### src/rtl/core/stq_pkg.sv
package stq_pkg;

    localparam logic [19:0] USEC_PER_SEC = 20'd1000000;
    localparam logic [19:0] USEC_MAX     = 20'd999999;

    localparam logic [1:0] OP_SET    = 2'd0;
    localparam logic [1:0] OP_CANCEL = 2'd1;
    localparam logic [1:0] OP_GET    = 2'd2;

    localparam logic [2:0] KIND_SET_DONE    = 3'd0;
    localparam logic [2:0] KIND_CANCEL_DONE = 3'd1;
    localparam logic [2:0] KIND_EXPIRED     = 3'd2;
    localparam logic [2:0] KIND_TIMEOUT     = 3'd3;
    localparam logic [2:0] KIND_EMPTY       = 3'd4;
    localparam logic [2:0] KIND_FULL        = 3'd5;

    typedef struct packed {
        logic        valid;
        logic [31:0] exp_sec;
        logic [19:0] exp_usec;
        logic [31:0] per_sec;
        logic [19:0] per_usec;
    } t_tm;

    typedef struct packed {
        logic rem;
        logic pop;
        logic ins;
        t_tm  new_tm;
    } t_cmd;

    typedef enum logic [2:0] {
        ST_IDLE,
        ST_REM,
        ST_INS,
        ST_CHK,
        ST_REL
    } t_state;

    function automatic logic [19:0] sat_usec(input logic [19:0] v);
        return (v > USEC_MAX) ? USEC_MAX : v;
    endfunction

    function automatic logic tm_less(input logic [31:0] as, input logic [19:0] au,
                                     input logic [31:0] bs, input logic [19:0] bu);
        return (as < bs) || ((as == bs) && (au < bu));
    endfunction

    function automatic logic [51:0] tm_add(input logic [31:0] as, input logic [19:0] au,
                                           input logic [31:0] bs, input logic [19:0] bu);
        logic [20:0] u;
        logic [31:0] s;
        u = {1'b0, au} + {1'b0, bu};
        s = as + bs;
        if (u >= {1'b0, USEC_PER_SEC}) begin
            u = u - {1'b0, USEC_PER_SEC};
            s = s + 32'd1;
        end
        return {s, u[19:0]};
    endfunction

endpackage

### src/rtl/core/stq_cell.sv
module stq_cell #(
    parameter int CLIENT_BITS = 8
) (
    input  logic                   i_clk,
    input  logic                   i_rst_n,
    input  stq_pkg::t_cmd          i_cmd,
    input  logic [CLIENT_BITS-1:0] i_client,
    input  logic [CLIENT_BITS-1:0] i_new_owner,
    input  stq_pkg::t_tm           i_left_tm,
    input  logic [CLIENT_BITS-1:0] i_left_owner,
    input  logic                   i_left_keep,
    input  stq_pkg::t_tm           i_right_tm,
    input  logic [CLIENT_BITS-1:0] i_right_owner,
    input  logic                   i_hit_in,
    output stq_pkg::t_tm           o_tm,
    output logic [CLIENT_BITS-1:0] o_owner,
    output logic                   o_keep,
    output logic                   o_hit_out
);
    import stq_pkg::*;

    t_tm                   r_tm, n_tm;
    logic [CLIENT_BITS-1:0] r_owner, n_owner;
    logic                  match, keep;

    assign match     = r_tm.valid && (r_owner == i_client);
    assign o_hit_out = i_hit_in || match;
    assign keep      = r_tm.valid &&
                       !tm_less(i_cmd.new_tm.exp_sec, i_cmd.new_tm.exp_usec,
                                r_tm.exp_sec, r_tm.exp_usec);
    assign o_keep    = keep;
    assign o_tm      = r_tm;
    assign o_owner   = r_owner;

    always_comb begin
        n_tm    = r_tm;
        n_owner = r_owner;
        if (i_cmd.pop || (i_cmd.rem && o_hit_out)) begin
            n_tm    = i_right_tm;
            n_owner = i_right_owner;
        end else if (i_cmd.ins && !keep) begin
            if (i_left_keep) begin
                n_tm       = i_cmd.new_tm;
                n_tm.valid = 1'b1;
                n_owner    = i_new_owner;
            end else begin
                n_tm    = i_left_tm;
                n_owner = i_left_owner;
            end
        end
    end

    always_ff @(posedge i_clk) begin
        r_owner <= n_owner;
        if (!i_rst_n) begin
            r_tm <= '0;
        end else begin
            r_tm <= n_tm;
        end
    end

endmodule

### config.mk
export PLATFORM = sky130hd
export DESIGN_NAME = stq_cell
export DESIGN_NICKNAME = d
export VERILOG_FILES = /design/src/rtl/core/stq_pkg.sv /design/src/rtl/core/stq_cell.sv
export SDC_FILE = /design/constraint.sdc
export NUM_CORES = 1
export LEC_CHECK = 0
export CORE_AREA = 2 2 184 186
export DETAILED_ROUTE_END_ITERATION = 10
export DIE_AREA = 0 0 186 188
export DONT_BUFFER_PORTS = 1
export PLACE_DENSITY = 0.47
export SLEW_MARGIN = 20
export SYNTH_ARGS = -nofsm -noshare
export SYNTH_HDL_FRONTEND = slang
export SYNTH_SLANG_ARGS = --single-unit
### constraint.sdc
create_clock -name i_clk -period 4.2 [get_ports i_clk]
set_input_delay 0.84 -clock i_clk [delete_from_list [all_inputs] [get_ports i_clk]]
set_output_delay 0.84 -clock i_clk [all_outputs]
set_load 0.05 [all_outputs]
==> results.md, run 1 <==
- CTS Buf Count: 17
- Die span in x: 186 um
- Post-synthesis adder-cell area fraction: 0.0807
- Simple-Gate Fraction of Synth Area: 0.131
- Worst hold slack: 0.587 ns
- Period minus WS final: 3.81 ns
- RSZ-0062 raised after global routing: false
- Cell Chain, Critical Path: buf_4 > inv_1 > ha_1 > nand4_1 > nor4_1 > o21ai_0 > a31oi_1 > o211a_1 > buf_4
- Fin. Hold Viols: 0
- Worst slew pin tran: 0.634 ns
- Clock buffer depth: 2
- Largest net degree at the start of global routing: 211
- Max stage delay on crit path: 0.48 ns
- CTS H-tree depth: 4
- Fillers: 3561
- Path type of the worst setup path: flip-flop to output pin
- Final-stage net count: 1336
- DRC: 0
- Postcts setup bufs: 0
- Sequential share of the synthesized area: 0.296
- Critical Path Start Type: flip-flop
- Worst vdd ir: 0.000270 V
- Synth warn: 0
- Hold Path Class: input pin to flip-flop
- Bufs and invs on worst path: 3
- Slowest-stage cell, CP: nor4_1
- Rows: 67
- Total GRT Usage: 0.149
- Gr ovfl total: 0
- Number of global-route vias before repair: 6552
- Drt total wl: 26.8 mm
- Die Height: 188 um
- Crit-path max FO: 3
- Fin crit share: 0.906
- Setup violations, final: 0
- Maxcap violations: 0
- TritonRoute pass-1 iters: 4
- Post-CTS sizing: 0
- Total power: 3960 uW
- Antenna-violating nets left: 0
- Port bufs: 0
- Status: completed
- Critical Path End Type: output pin
- Hold buffers post-CTS: 0
- Die area: 35000 sq um
- Avg Cell Area, Syn: 8.54 sq um
- Place WS: 0.381 ns
- Area grow syn2layout: 18.2%
- Compound-Gate Fraction of Synth Area: 0.140
- Top delay family on crit path: compound AO/OA/AOI/OAI gates
- Root Driver: clkbuf_16
- Footprint of the multi-input gates: 5040 sq um
- Worst EP arrival: 2.97 ns
- Worst path required time: 3.36 ns
- Worst-path clk slew: 0.06 ns
- Via count: 6665
- Clock skew: 0.00985 ns
- XOR/XNOR Fraction of Synth Area: 0.00886
- Initial antenna violation count: 3
- Vias per std cell: 4.78
- Total nets after synthesis: 1330
- Largest family of logic cells by synthesized area: multiplexers
- PD cells: 424 nW/um^2
- Initial Util: 0.239
- FF-to-FF setup slack: 0.98 ns
- Clock tree from TritonCTS: done
- Fmax: 263 MHz
- Drt initial violations: 181
- Synth cell types: 39
- Multiplexer area fraction after synthesis: 0.275
- Layout cell share with drive strength beyond 1: 0.0985
- Static Leakage: 0.00383 uW
- TritonCTS Sinks: 113
- Wire per inst: 19.2 um
- Synthesized instance count: 925
- TNS Setup: 0 ns
- Slew Viols, Final: 0
- Most common cell on crit path: buf_4
- Global-route wire length before repair: 38.5 mm
- Storage cell area: 2340 sq um
- Area of the core: 33100 sq um
- Worst skew pair latency: 0.43 ns
- Seq cells post-synth: 113
- Synthesized area: 7900 sq um
- # IOs: 469
- GPL Wtd Cong: 0.807
- Post-layout util: 0.282
- HPWL Detailed: 20.6 mm
- Final WS setup: 0.393 ns
- Relative slew slack: 0.577
routing by layer:
metal	up-vias	GRT usage	share of wire
met5	-	0	0
met4	0	0.0624	0.021
met3	21	0.0410	0.075
met2	308	0.269	0.50
met1	3003	0.163	0.40
li1	3333	-	-
synthesized netlist by cell type (all sizes together):
cell	number	area [sq um]
nand2	220	826
mux2i	217	2170
dfxtp	105	2100
o211ai	105	788
clkbuf	58	218
inv	54	203
ha	51	638
a21oi	22	110
buf	15	123
nor2	11	41.3
edfxtp	8	240
xor2	7	61.3
a21o	6	45.0
o21ai	6	30.0
a221oi	5	43.8
and4	5	43.8
nand4	5	31.3
nand3	3	15.0
nand2b	2	12.5
nor4	2	12.5
o211a	2	20.0
o21a	2	15.0
a2111oi	1	8.76
a221o	1	10.0
a31oi	1	6.26
a41o	1	10.0
and2	1	6.26
and3	1	6.26
and4b	1	10.0
nand4bb	1	11.3
nor2b	1	6.26
nor3	1	5.00
o2111ai	1	8.76
o31ai	1	7.51
or4	1	7.51
xnor2	1	8.76
kinds of logic after synthesis:
group           count (synthesis)
fa+ha+maj                      51
compound gates                154
xor+xnor                        8
mux                           217
simple gates                  255
flops                         113
buf+inv                       127
cell usage in the layout (no fill, tap or decap), types with 4 or more instances in the layout:
cell and n:
a21oi_1 21, ha_1 51, nand4_1 5, o21ai_0 6
nor2_1 11, nand2_1 220, buf_12 7, inv_6 4
inv_1 54, a21o_1 6, bufinv_16 5, edfxtp_1 8
mux2i_1 217, buf_4 53, o211ai_1 105, xor2_1 7
a221oi_1 5, clkbuf_16 17, dfxtp_1 105, and4_1 5
state kept, by name, summed over array words and instances (netlist names):
| signal | cells |
|---|---|
| o_tm | 105 |
| o_owner | 8 |
report_power, final:
part	internal (uW)	switching, uW
Combinational	327	467
Sequential	1200	317
Clock	1060	595
final cells by class:
| cell class | instances | share of cell area |
|---|---|---|
| Antenna cell | 3 | 0.000803 |
| Tap cell | 448 | 0.0600 |
| Multi-Input combinational cell | 685 | 0.539 |
| Inverter | 54 | 0.0217 |
| Clock inverter | 15 | 0.0246 |
| Timing Repair Buffer | 60 | 0.0576 |
| Sequential cell | 113 | 0.251 |
| Clock buffer | 17 | 0.0455 |
worst paths after layout:
check	startpoint	end	cells past startpoint
setup / recovery	o_tm[85]	o_keep	9
setup reg to reg	o_tm[85]	o_tm[5]	12
hold reg to reg	o_tm[57]	o_tm[57]	3
hold / removal	i_rst_n	o_tm[43]	2
metrics by stage:
| stage | instances | cell area [sq um] |
|---|---|---|
| 2_1_floorplan | 925 | 7900 |
| 3_3_place_gp | 1360 | 8680 |
| 3_5_place_dp | 1360 | 8680 |
| 4_1_cts | 1392 | 9340 |
| 5_1_grt | 1395 | 9340 |
| 6_report | 1395 | 9340 |
No activity file was read; power rests on OpenSTA's default activity.
==> run 2: changes to the inputs <==
==> constraint.sdc (replaced) <==
create_clock -name i_clk -period 4.2 [get_ports i_clk]
set_input_delay 0.42 -clock i_clk [delete_from_list [all_inputs] [get_ports i_clk]]
set_output_delay 0.42 -clock i_clk [all_outputs]
set_load 0.05 [all_outputs]
==> run 2 against run 1 <==
Compared with the run above:
- maximum frequency grew 13%
- via count shrank 1.5%
- routed wire length shrank 2.1%
- worst setup slack gained 0.43 ns
- cell count shrank 1.1%
==> results.md, run 2 (same netlist as run 1, synthesis figures left out) <==
- Status: completed (unchanged)
- Hold EP: o_tm[8] (was o_tm[43])
- Critical Path End Type: output pin (unchanged)
- Hold Path Stages: 2 (unchanged)
- Initial antenna violation count: 4 (was 3)
- Commonest non-fill, non-tap cell in the layout: nand2_1 (unchanged)
- GPL Wtd Cong: 0.823 (was 0.807)
- Reg2reg path depth: 11 (was 12)
- Clock tree from TritonCTS: done (unchanged)
- Clock buffer depth: 2 (unchanged)
- Die span in x: 186 um (unchanged)
- Worst reg2reg startpoint: o_tm[85] (unchanged)
- # IOs: 469 (unchanged)
- Initial Util: 0.239 (unchanged)
- DRC: 0 (unchanged)
- Critical Path Start Type: flip-flop (unchanged)
- Number of global-route vias before repair: 6363 (was 6552)
- Final-stage net count: 1320 (was 1336)
- Rows: 67 (unchanged)
- Vias per std cell: 4.76 (was 4.78)
- Worst hold path startpoint: i_rst_n (unchanged)
- Most frequent cells in the layout: 220 x nand2_1, 217 x mux2i_1, 105 x o211ai_1, 105 x dfxtp_1, 54 x inv_1 (unchanged)
- Gr ovfl total: 0 (unchanged)
- Via count: 6567 (was 6665)
- R2r endpoint: o_owner[3] (was o_tm[5])
- Place WS: 0.695 ns (was 0.381 ns)
- Path type of the worst setup path: flip-flop to output pin (unchanged)
- Slew Viols, Final: 0 (unchanged)
- Port bufs: 0 (unchanged)
- Final WS setup: 0.822 ns (was 0.393 ns)
- Post-CTS sizing: 0 (unchanged)
- Relative slew slack: 0.581 (was 0.577)
- Die Height: 188 um (unchanged)
- Antenna-violating nets left: 0 (unchanged)
- Hold buffers post-CTS: 0 (unchanged)
- Area grow syn2layout: 15.6% (was 18.2%)
- Drt total wl: 26.2 mm (was 26.8 mm)
- Worst path required time: 3.78 ns (was 3.36 ns)
- Hold Path Class: input pin to flip-flop (unchanged)
- Global-route wire length before repair: 37.4 mm (was 38.5 mm)
- Worst-path clk slew: 0.06 ns (about the same)
- TritonRoute pass-1 iters: 4 (unchanged)
- Layout cell share with drive strength beyond 1: 0.0830 (was 0.0985)
- Wire per inst: 19.0 um (was 19.2 um)
- Fmax: 296 MHz (was 263 MHz)
- Post-DP Area: 8520 sq um (was 8680 sq um)
- Worst slew pin tran: 0.628 ns (was 0.634 ns)
- Final Instance Area: 9140 sq um (was 9340 sq um)
- Period minus WS final: 3.38 ns (was 3.81 ns)
- RSZ-0062 raised after global routing: false (unchanged)
- Root Driver: clkbuf_16 (unchanged)
- Max reg flops: 105 (unchanged)
- Post-layout util: 0.276 (was 0.282)
- FF-to-FF setup slack: 0.87 ns (was 0.98 ns)
- PD cells: 416 nW/um^2 (was 424 nW/um^2)
- Static Leakage: 0.00371 uW (was 0.00383 uW)
- Die area: 35000 sq um (unchanged)
- CTS H-tree depth: 4 (unchanged)
- Setup violations, final: 0 (unchanged)
- Fin. Hold Viols: 0 (unchanged)
- Crit-path max FO: 3 (unchanged)
- Fillers: 3567 (was 3561)
- Total GRT Usage: 0.144 (was 0.149)
- Clock skew: 0.00922 ns (was 0.00985 ns)
- TNS Setup: 0 ns (unchanged)
- HPWL Detailed: 20.0 mm (was 20.6 mm)
- Worst EP arrival: 2.96 ns (was 2.97 ns)
- Worst skew pair latency: 0.44 ns (was 0.43 ns)
- CTS Buf Count: 17 (unchanged)
- Area of the core: 33100 sq um (unchanged)
- Fin crit share: 0.804 (was 0.906)
- Drt initial violations: 172 (was 181)
- TritonCTS Sinks: 113 (unchanged)
- Maxcap violations: 0 (unchanged)
- Postcts setup bufs: 0 (unchanged)
- Largest net degree at the start of global routing: 211 (unchanged)
- Worst vdd ir: 0.000282 V (was 0.000270 V)
## run 2: cell count changes in the layout (fill, tap and decap cells not counted), sizes merged
cell	before	now
clkinvlp	2	5
inv	58	54
clkbuf	17	19
clkinv	4	5
bufinv	5	3
buf	60	44
diode	3	4
## run 2: cell type report
| type | count | area (sq um) | share of cell area |
|---|---|---|---|
| multi-input combinational | 685 | 5040 | 0.551 |
| sequential | 113 | 2340 | 0.256 |
| tap | 448 | 561 | 0.0613 |
| clock buffer | 19 | 443 | 0.0485 |
| timing repair buffer | 44 | 380 | 0.0416 |
| inverter | 54 | 203 | 0.0222 |
| clock inverter | 13 | 164 | 0.0179 |
| antenna | 4 | 10.0 | 0.00110 |
## run 2: worst max-delay path, stage by stage, from the launching register on
cell and delay [ns]:
dfxtp_1 0.30, buf_4 0.20, inv_1 0.06, ha_1 0.29, nand4_1 0.14, nor4_1 0.49, o21ai_0 0.20, a31oi_1 0.37
o211a_1 0.25, buf_4 0.21
## run 2: worst max-delay path by stage
stage	from	end	slack, ns	cells after the start
detailed placement	o_tm[85]	o_owner[6]	0.69	11
global placement	o_tm[85]	o_owner[6]	0.72	11
global route	o_tm[85]	o_keep	0.48	9
floorplan	o_tm[65]	o_owner[0]	0.83	12
CTS	o_tm[85]	o_keep	0.60	9
finish	o_tm[85]	o_keep	0.82	9
## run 2: power breakdown
part	leakage (uW)	total [uW]	switching, uW	internal [uW]
combinational	0.00247	749	442	308
sequential	0.000955	1530	334	1200
clock	0.000281	1520	577	946
## run 2: stage by stage
stage	hold slack, ns	power [uW]	cells
detailed placement	0.601	2320	1344
floorplan	0.642	2170	925
global route	0.144	4000	1380
CTS	0.125	3870	1376
finish	0.148	3810	1380
global placement	0.597	2310	1344
## run 2: per-layer routing
layer | part of all wire | GRT usage | routed length, um | vias to the layer above
met2 | 0.50 | 0.253 | 13000 | 306
met3 | 0.091 | 0.0552 | 2390 | 27
met4 | 0.021 | 0.0588 | 557 | 0
met1 | 0.39 | 0.154 | 10300 | 2961
met5 | 0 | 0 | 0 | -
li1 | - | - | - | 3273
==> run 3: changes to the inputs <==
--- a/config.mk
+++ b/config.mk
@@ -5,11 +5,12 @@
 export SDC_FILE = /design/constraint.sdc
 export NUM_CORES = 1
 export LEC_CHECK = 0
-export CORE_AREA = 2 2 184 186
+export ABC_AREA = 1
+export CORE_AREA = 2 2 182 184
 export DETAILED_ROUTE_END_ITERATION = 10
-export DIE_AREA = 0 0 186 188
+export DIE_AREA = 0 0 184 186
 export DONT_BUFFER_PORTS = 1
-export PLACE_DENSITY = 0.47
+export PLACE_DENSITY = 0.54
 export SLEW_MARGIN = 20
 export SYNTH_ARGS = -nofsm -noshare
 export SYNTH_HDL_FRONTEND = slang
==> constraint.sdc (replaced) <==
create_clock -name i_clk -period 3 [get_ports i_clk]
set_input_delay 0.3 -clock i_clk [delete_from_list [all_inputs] [get_ports i_clk]]
set_output_delay 0.3 -clock i_clk [all_outputs]
set_load 0.05 [all_outputs]
==> run 3 against run 2 <==
Compared with the run above:
- hold slack got worse by 0.047 ns
- via count increased by 51%
- clock power increased by 26%
- synthesized cell count increased by 77%
- cell area increased by 14%
- synthesized area increased by 17%
- sequential power increased by 32%
- cell count increased by 48%
- non-clock buffer count increased by 39
- power increased by 46%
==> results.md, run 3 <==
- Status: completed (unchanged)
- Post-layout util: 0.325 (was 0.276)
- R2r endpoint: o_tm[100] (was o_owner[3])
- Final-stage net count: 2025 (was 1320)
- Hold Path Class: input pin to flip-flop (unchanged)
- Reg2reg path depth: 16 (was 11)
- CTS H-tree depth: 4 (unchanged)
- CTS Buf Count: 17 (unchanged)
- Maxcap violations: 0 (unchanged)
- FF-to-FF setup slack: 0.40 ns (was 0.87 ns)
- Synth top area cells: nand2_1 29%, dfxtp_1 23%, nand3_1 12% (was mux2i_1 27%, dfxtp_1 27%, nand2_1 10%)
- Switch Pwr: 2280 uW (was 1350 uW)
- Fmax: 365 MHz
- Cell Chain, Critical Path: inv_1 > ha_1 > nand2_1 > nor2_1 > nand2_1 > nor2_1 > nand2_1 > nand3_1 > nand2_1 > nand2_1 > nand3_2 > inv_1 > buf_4 (was buf_4 > inv_1 > ha_1 > nand4_1 > nor4_1 > o21ai_0 > a31oi_1 > o211a_1 > buf_4)
- Clock buffer depth: 2 (unchanged)
- Synthesized instance count: 1636 (was 925)
- Sequential share of the synthesized area: 0.254 (was 0.296)
- Switching part of the total: 0.411 (was 0.356)
- TNS Setup: 0 ns (unchanged)
- DRC: 0 (unchanged)
- Gr ovfl total: 0 (unchanged)
- Layout cell share with drive strength beyond 1: 0.0759 (was 0.0830)
- Vias per std cell: 4.85 (was 4.76)
- Slowest-stage cell, CP: dfxtp_1 (was nor4_1)
- Most common cell on crit path: nand2_1 (was buf_4)
- Synth top area share: 0.289 (was 0.275)
- Final Instance Area: 10500 sq um (was 9140 sq um)
- Slew Viols, Final: 0 (unchanged)
- Setup violations, final: 0 (unchanged)
- Most numerous cell in the Yosys netlist: nand2_1 (unchanged)
- Post-DP Area: 9830 sq um (was 8520 sq um)
- Clock skew: 0.0114 ns (was 0.00922 ns)
- Stages on worst setup path: 13 (was 9)
- Total power: 5550 uW (was 3810 uW)
- Worst path required time: 2.70 ns (was 3.78 ns)
- Hold Path Stages: 4 (was 2)
- Root Driver: clkbuf_16 (unchanged)
- Yosys top cell by area: nand2_1 (was mux2i_1)
- Max stage delay on crit path: 0.34 ns (was 0.49 ns)
- Initial antenna violation count: 3 (was 4)
- Total GRT Usage: 0.190 (was 0.144)
- Synth cell types: 28 (was 39)
- Worst-path clk slew: 0.06 ns (about the same)
- Die span in x: 184 um (was 186 um)
- Avg Cell Area, Syn: 5.63 sq um (was 8.54 sq um)
- Largest net degree at the start of global routing: 114 (was 211)
- Most used DFF post-synth: dfxtp_1 (unchanged)
- Synth warn: 0 (unchanged)
- Die Height: 186 um (was 188 um)
- Worst slew pin tran: 0.690 ns (was 0.628 ns)
- Antenna-violating nets left: 0 (unchanged)
- Fin crit share: 0.914
- Worst hold slack: 0.101 ns (was 0.148 ns)
- HPWL Detailed: 24.4 mm (was 20.0 mm)
- Proportion of power drawn by flip-flops and latches: 0.363 (was 0.403)
- Worst skew pair latency: 0.43 ns (was 0.44 ns)
- Commonest non-fill, non-tap cell in the layout: nand2_1 (unchanged)
- Rows: 66 (was 67)
- Port bufs: 0 (unchanged)
- Fin. Hold Viols: 0 (unchanged)
- Initial Util: 0.286 (was 0.239)
- Number of global-route vias before repair: 8900 (was 6363)
- Clock tree from TritonCTS: done (unchanged)
- GPL Wtd Cong: 0.913 (was 0.823)
- TritonCTS Sinks: 113 (unchanged)
- Post-synth EDFFs: 8 (unchanged)
- # IOs: 469 (unchanged)
- Wire per inst: 16.7 um (was 19.0 um)
- Worst reg2reg startpoint: o_tm[87] (was o_tm[85])
- Fillers: 3600 (was 3567)
- TritonRoute pass-1 iters: 5 (was 4)
- Area grow syn2layout: 13.4% (was 15.6%)
- Most frequent cells in the layout: 709 x nand2_1, 216 x nand3_1, 132 x nor2_1, 132 x inv_1, 123 x a21oi_1 (was 220 x nand2_1, 217 x mux2i_1, 105 x o211ai_1, 105 x dfxtp_1, 54 x inv_1)
- Comb pwr share: 0.293 (was 0.197)
- Worst hold path startpoint: i_right_tm[11] (was i_rst_n)
- Crit-path max FO: 2 (was 3)
- Internal power: 3270 uW (was 2450 uW)
- Total nets after synthesis: 2041 (was 1330)
- Path type of the worst setup path: flip-flop to output pin (unchanged)
- Die area: 34200 sq um (was 35000 sq um)
- Drt total wl: 34.1 mm (was 26.2 mm)
- Via count: 9904 (was 6567)
- Top delay family on crit path: simple AND/OR/NAND/NOR gates (was compound AO/OA/AOI/OAI gates)
- Seq cells post-synth: 113 (unchanged)
- Hold EP: o_tm[11] (was o_tm[8])
- Drt initial violations: 524 (was 172)
- Worst vdd ir: 0.000372 V (was 0.000282 V)
- Critical Path End Type: output pin (unchanged)
- Critical Path Start Type: flip-flop (unchanged)
- Worst EP arrival: 2.44 ns (was 2.96 ns)
- Static Leakage: 0.00554 uW (was 0.00371 uW)
- Period minus WS final: 2.74 ns
- Clock network power share: 0.344 (was 0.400)
- Asr flop ratio synth: 0 (unchanged)
- Commonest cells in the netlist: 709 x nand2_1, 217 x nand3_1, 133 x nor2_1 (was 220 x nand2_1, 217 x mux2i_1, 105 x dfxtp_1, 105 x o211ai_1, 58 x clkbuf_1)
- Max reg flops: 105 (unchanged)
- Postcts setup bufs: 0 (unchanged)
- Bufs and invs on worst path: 3 (unchanged)
- Global-route wire length before repair: 49.7 mm (was 37.4 mm)
- RSZ-0062 raised after global routing: false (unchanged)
- Synthesized area: 9220 sq um (was 7900 sq um)
- Relative slew slack: 0.539 (was 0.581)
- PD cells: 531 nW/um^2 (was 416 nW/um^2)
- Area of the core: 32200 sq um (was 33100 sq um)
==> run 3: cell families after synthesis <==
family | synth area share
fa+ha+maj | 0.0692
compound gates | 0.0801
flops | 0.254
buf+inv | 0.123
simple gates | 0.471
xor+xnor | 0.00285
==> run 3: worst max path at each step <==
| stage | from | slack, ns | endpoint |
|---|---|---|---|
| 2_1_floorplan | o_tm[87] | 0.37 | o_owner[0] |
| 3_3_place_gp | o_tm[103] | 0.27 | o_owner[4] |
| 3_5_place_dp | o_tm[103] | 0.21 | o_owner[3] |
| 4_1_cts | o_tm[103] | 0.02 | o_keep |
| 5_1_grt | o_tm[87] | 0.05 | o_keep |
| 6_report | o_tm[87] | 0.26 | o_keep |
==> run 3: layout make-up <==
type,instances,area [sq um],area share
clock inverters,14,113,0.0108
diodes,2,5.00,0.000479
flip-flops and latches,113,2340,0.224
clock buffers,18,429,0.0411
repair buffers,83,763,0.0730
inverters,136,520,0.0498
well taps,408,510,0.0488
multi-input cells,1269,5770,0.552
==> run 3: what timing repair did <==
action	in CTS	in global routing
hold endpoints to repair	39	0
gates resized for setup	0	2
hold buffers	4	0
endpoints found under the setup margin	0	1
==> run 3: power groups by stage <==
stage                     combinational, uW  clock [uW]  sequential (uW)
after detailed placement               1590           0             2050
final                                  1630        1910             2020
after floorplan                         983           0             2290
after global placement                 1580           0             2050
after global routing                   1830        2030             2030
after CTS                              1640        1980             2020
==> run 3: worst reg2reg max path: stages, from the launching register on <==
cell and delay [ns]:
dfxtp_1 0.34, inv_1 0.06, ha_1 0.29, nand2_1 0.07, nor2_1 0.20, nand2_1 0.13, nor2_1 0.17, nand2_1 0.08
nand3_1 0.09, nand2_1 0.05, nand2_1 0.09, nand3_2 0.14, nand2_8 0.24, buf_4 0.32, nand3_1 0.13, nand2_1 0.08
nor2_1 0.05
==> run 3: layer usage <==
layer	track usage	part of all wire
met5	0	0.00044
met4	0.0736	0.027
met3	0.0460	0.075
met2	0.327	0.48
met1	0.229	0.42
==> run 3: per-stage QoR <==
| step | worst slack, ns | instances |
|---|---|---|
| after floorplan | 0.371 | 1636 |
| after global placement | 0.273 | 2005 |
| after detailed placement | 0.214 | 2005 |
| after CTS | 0.0159 | 2041 |
| after global routing | 0.0477 | 2043 |
| final | 0.259 | 2043 |
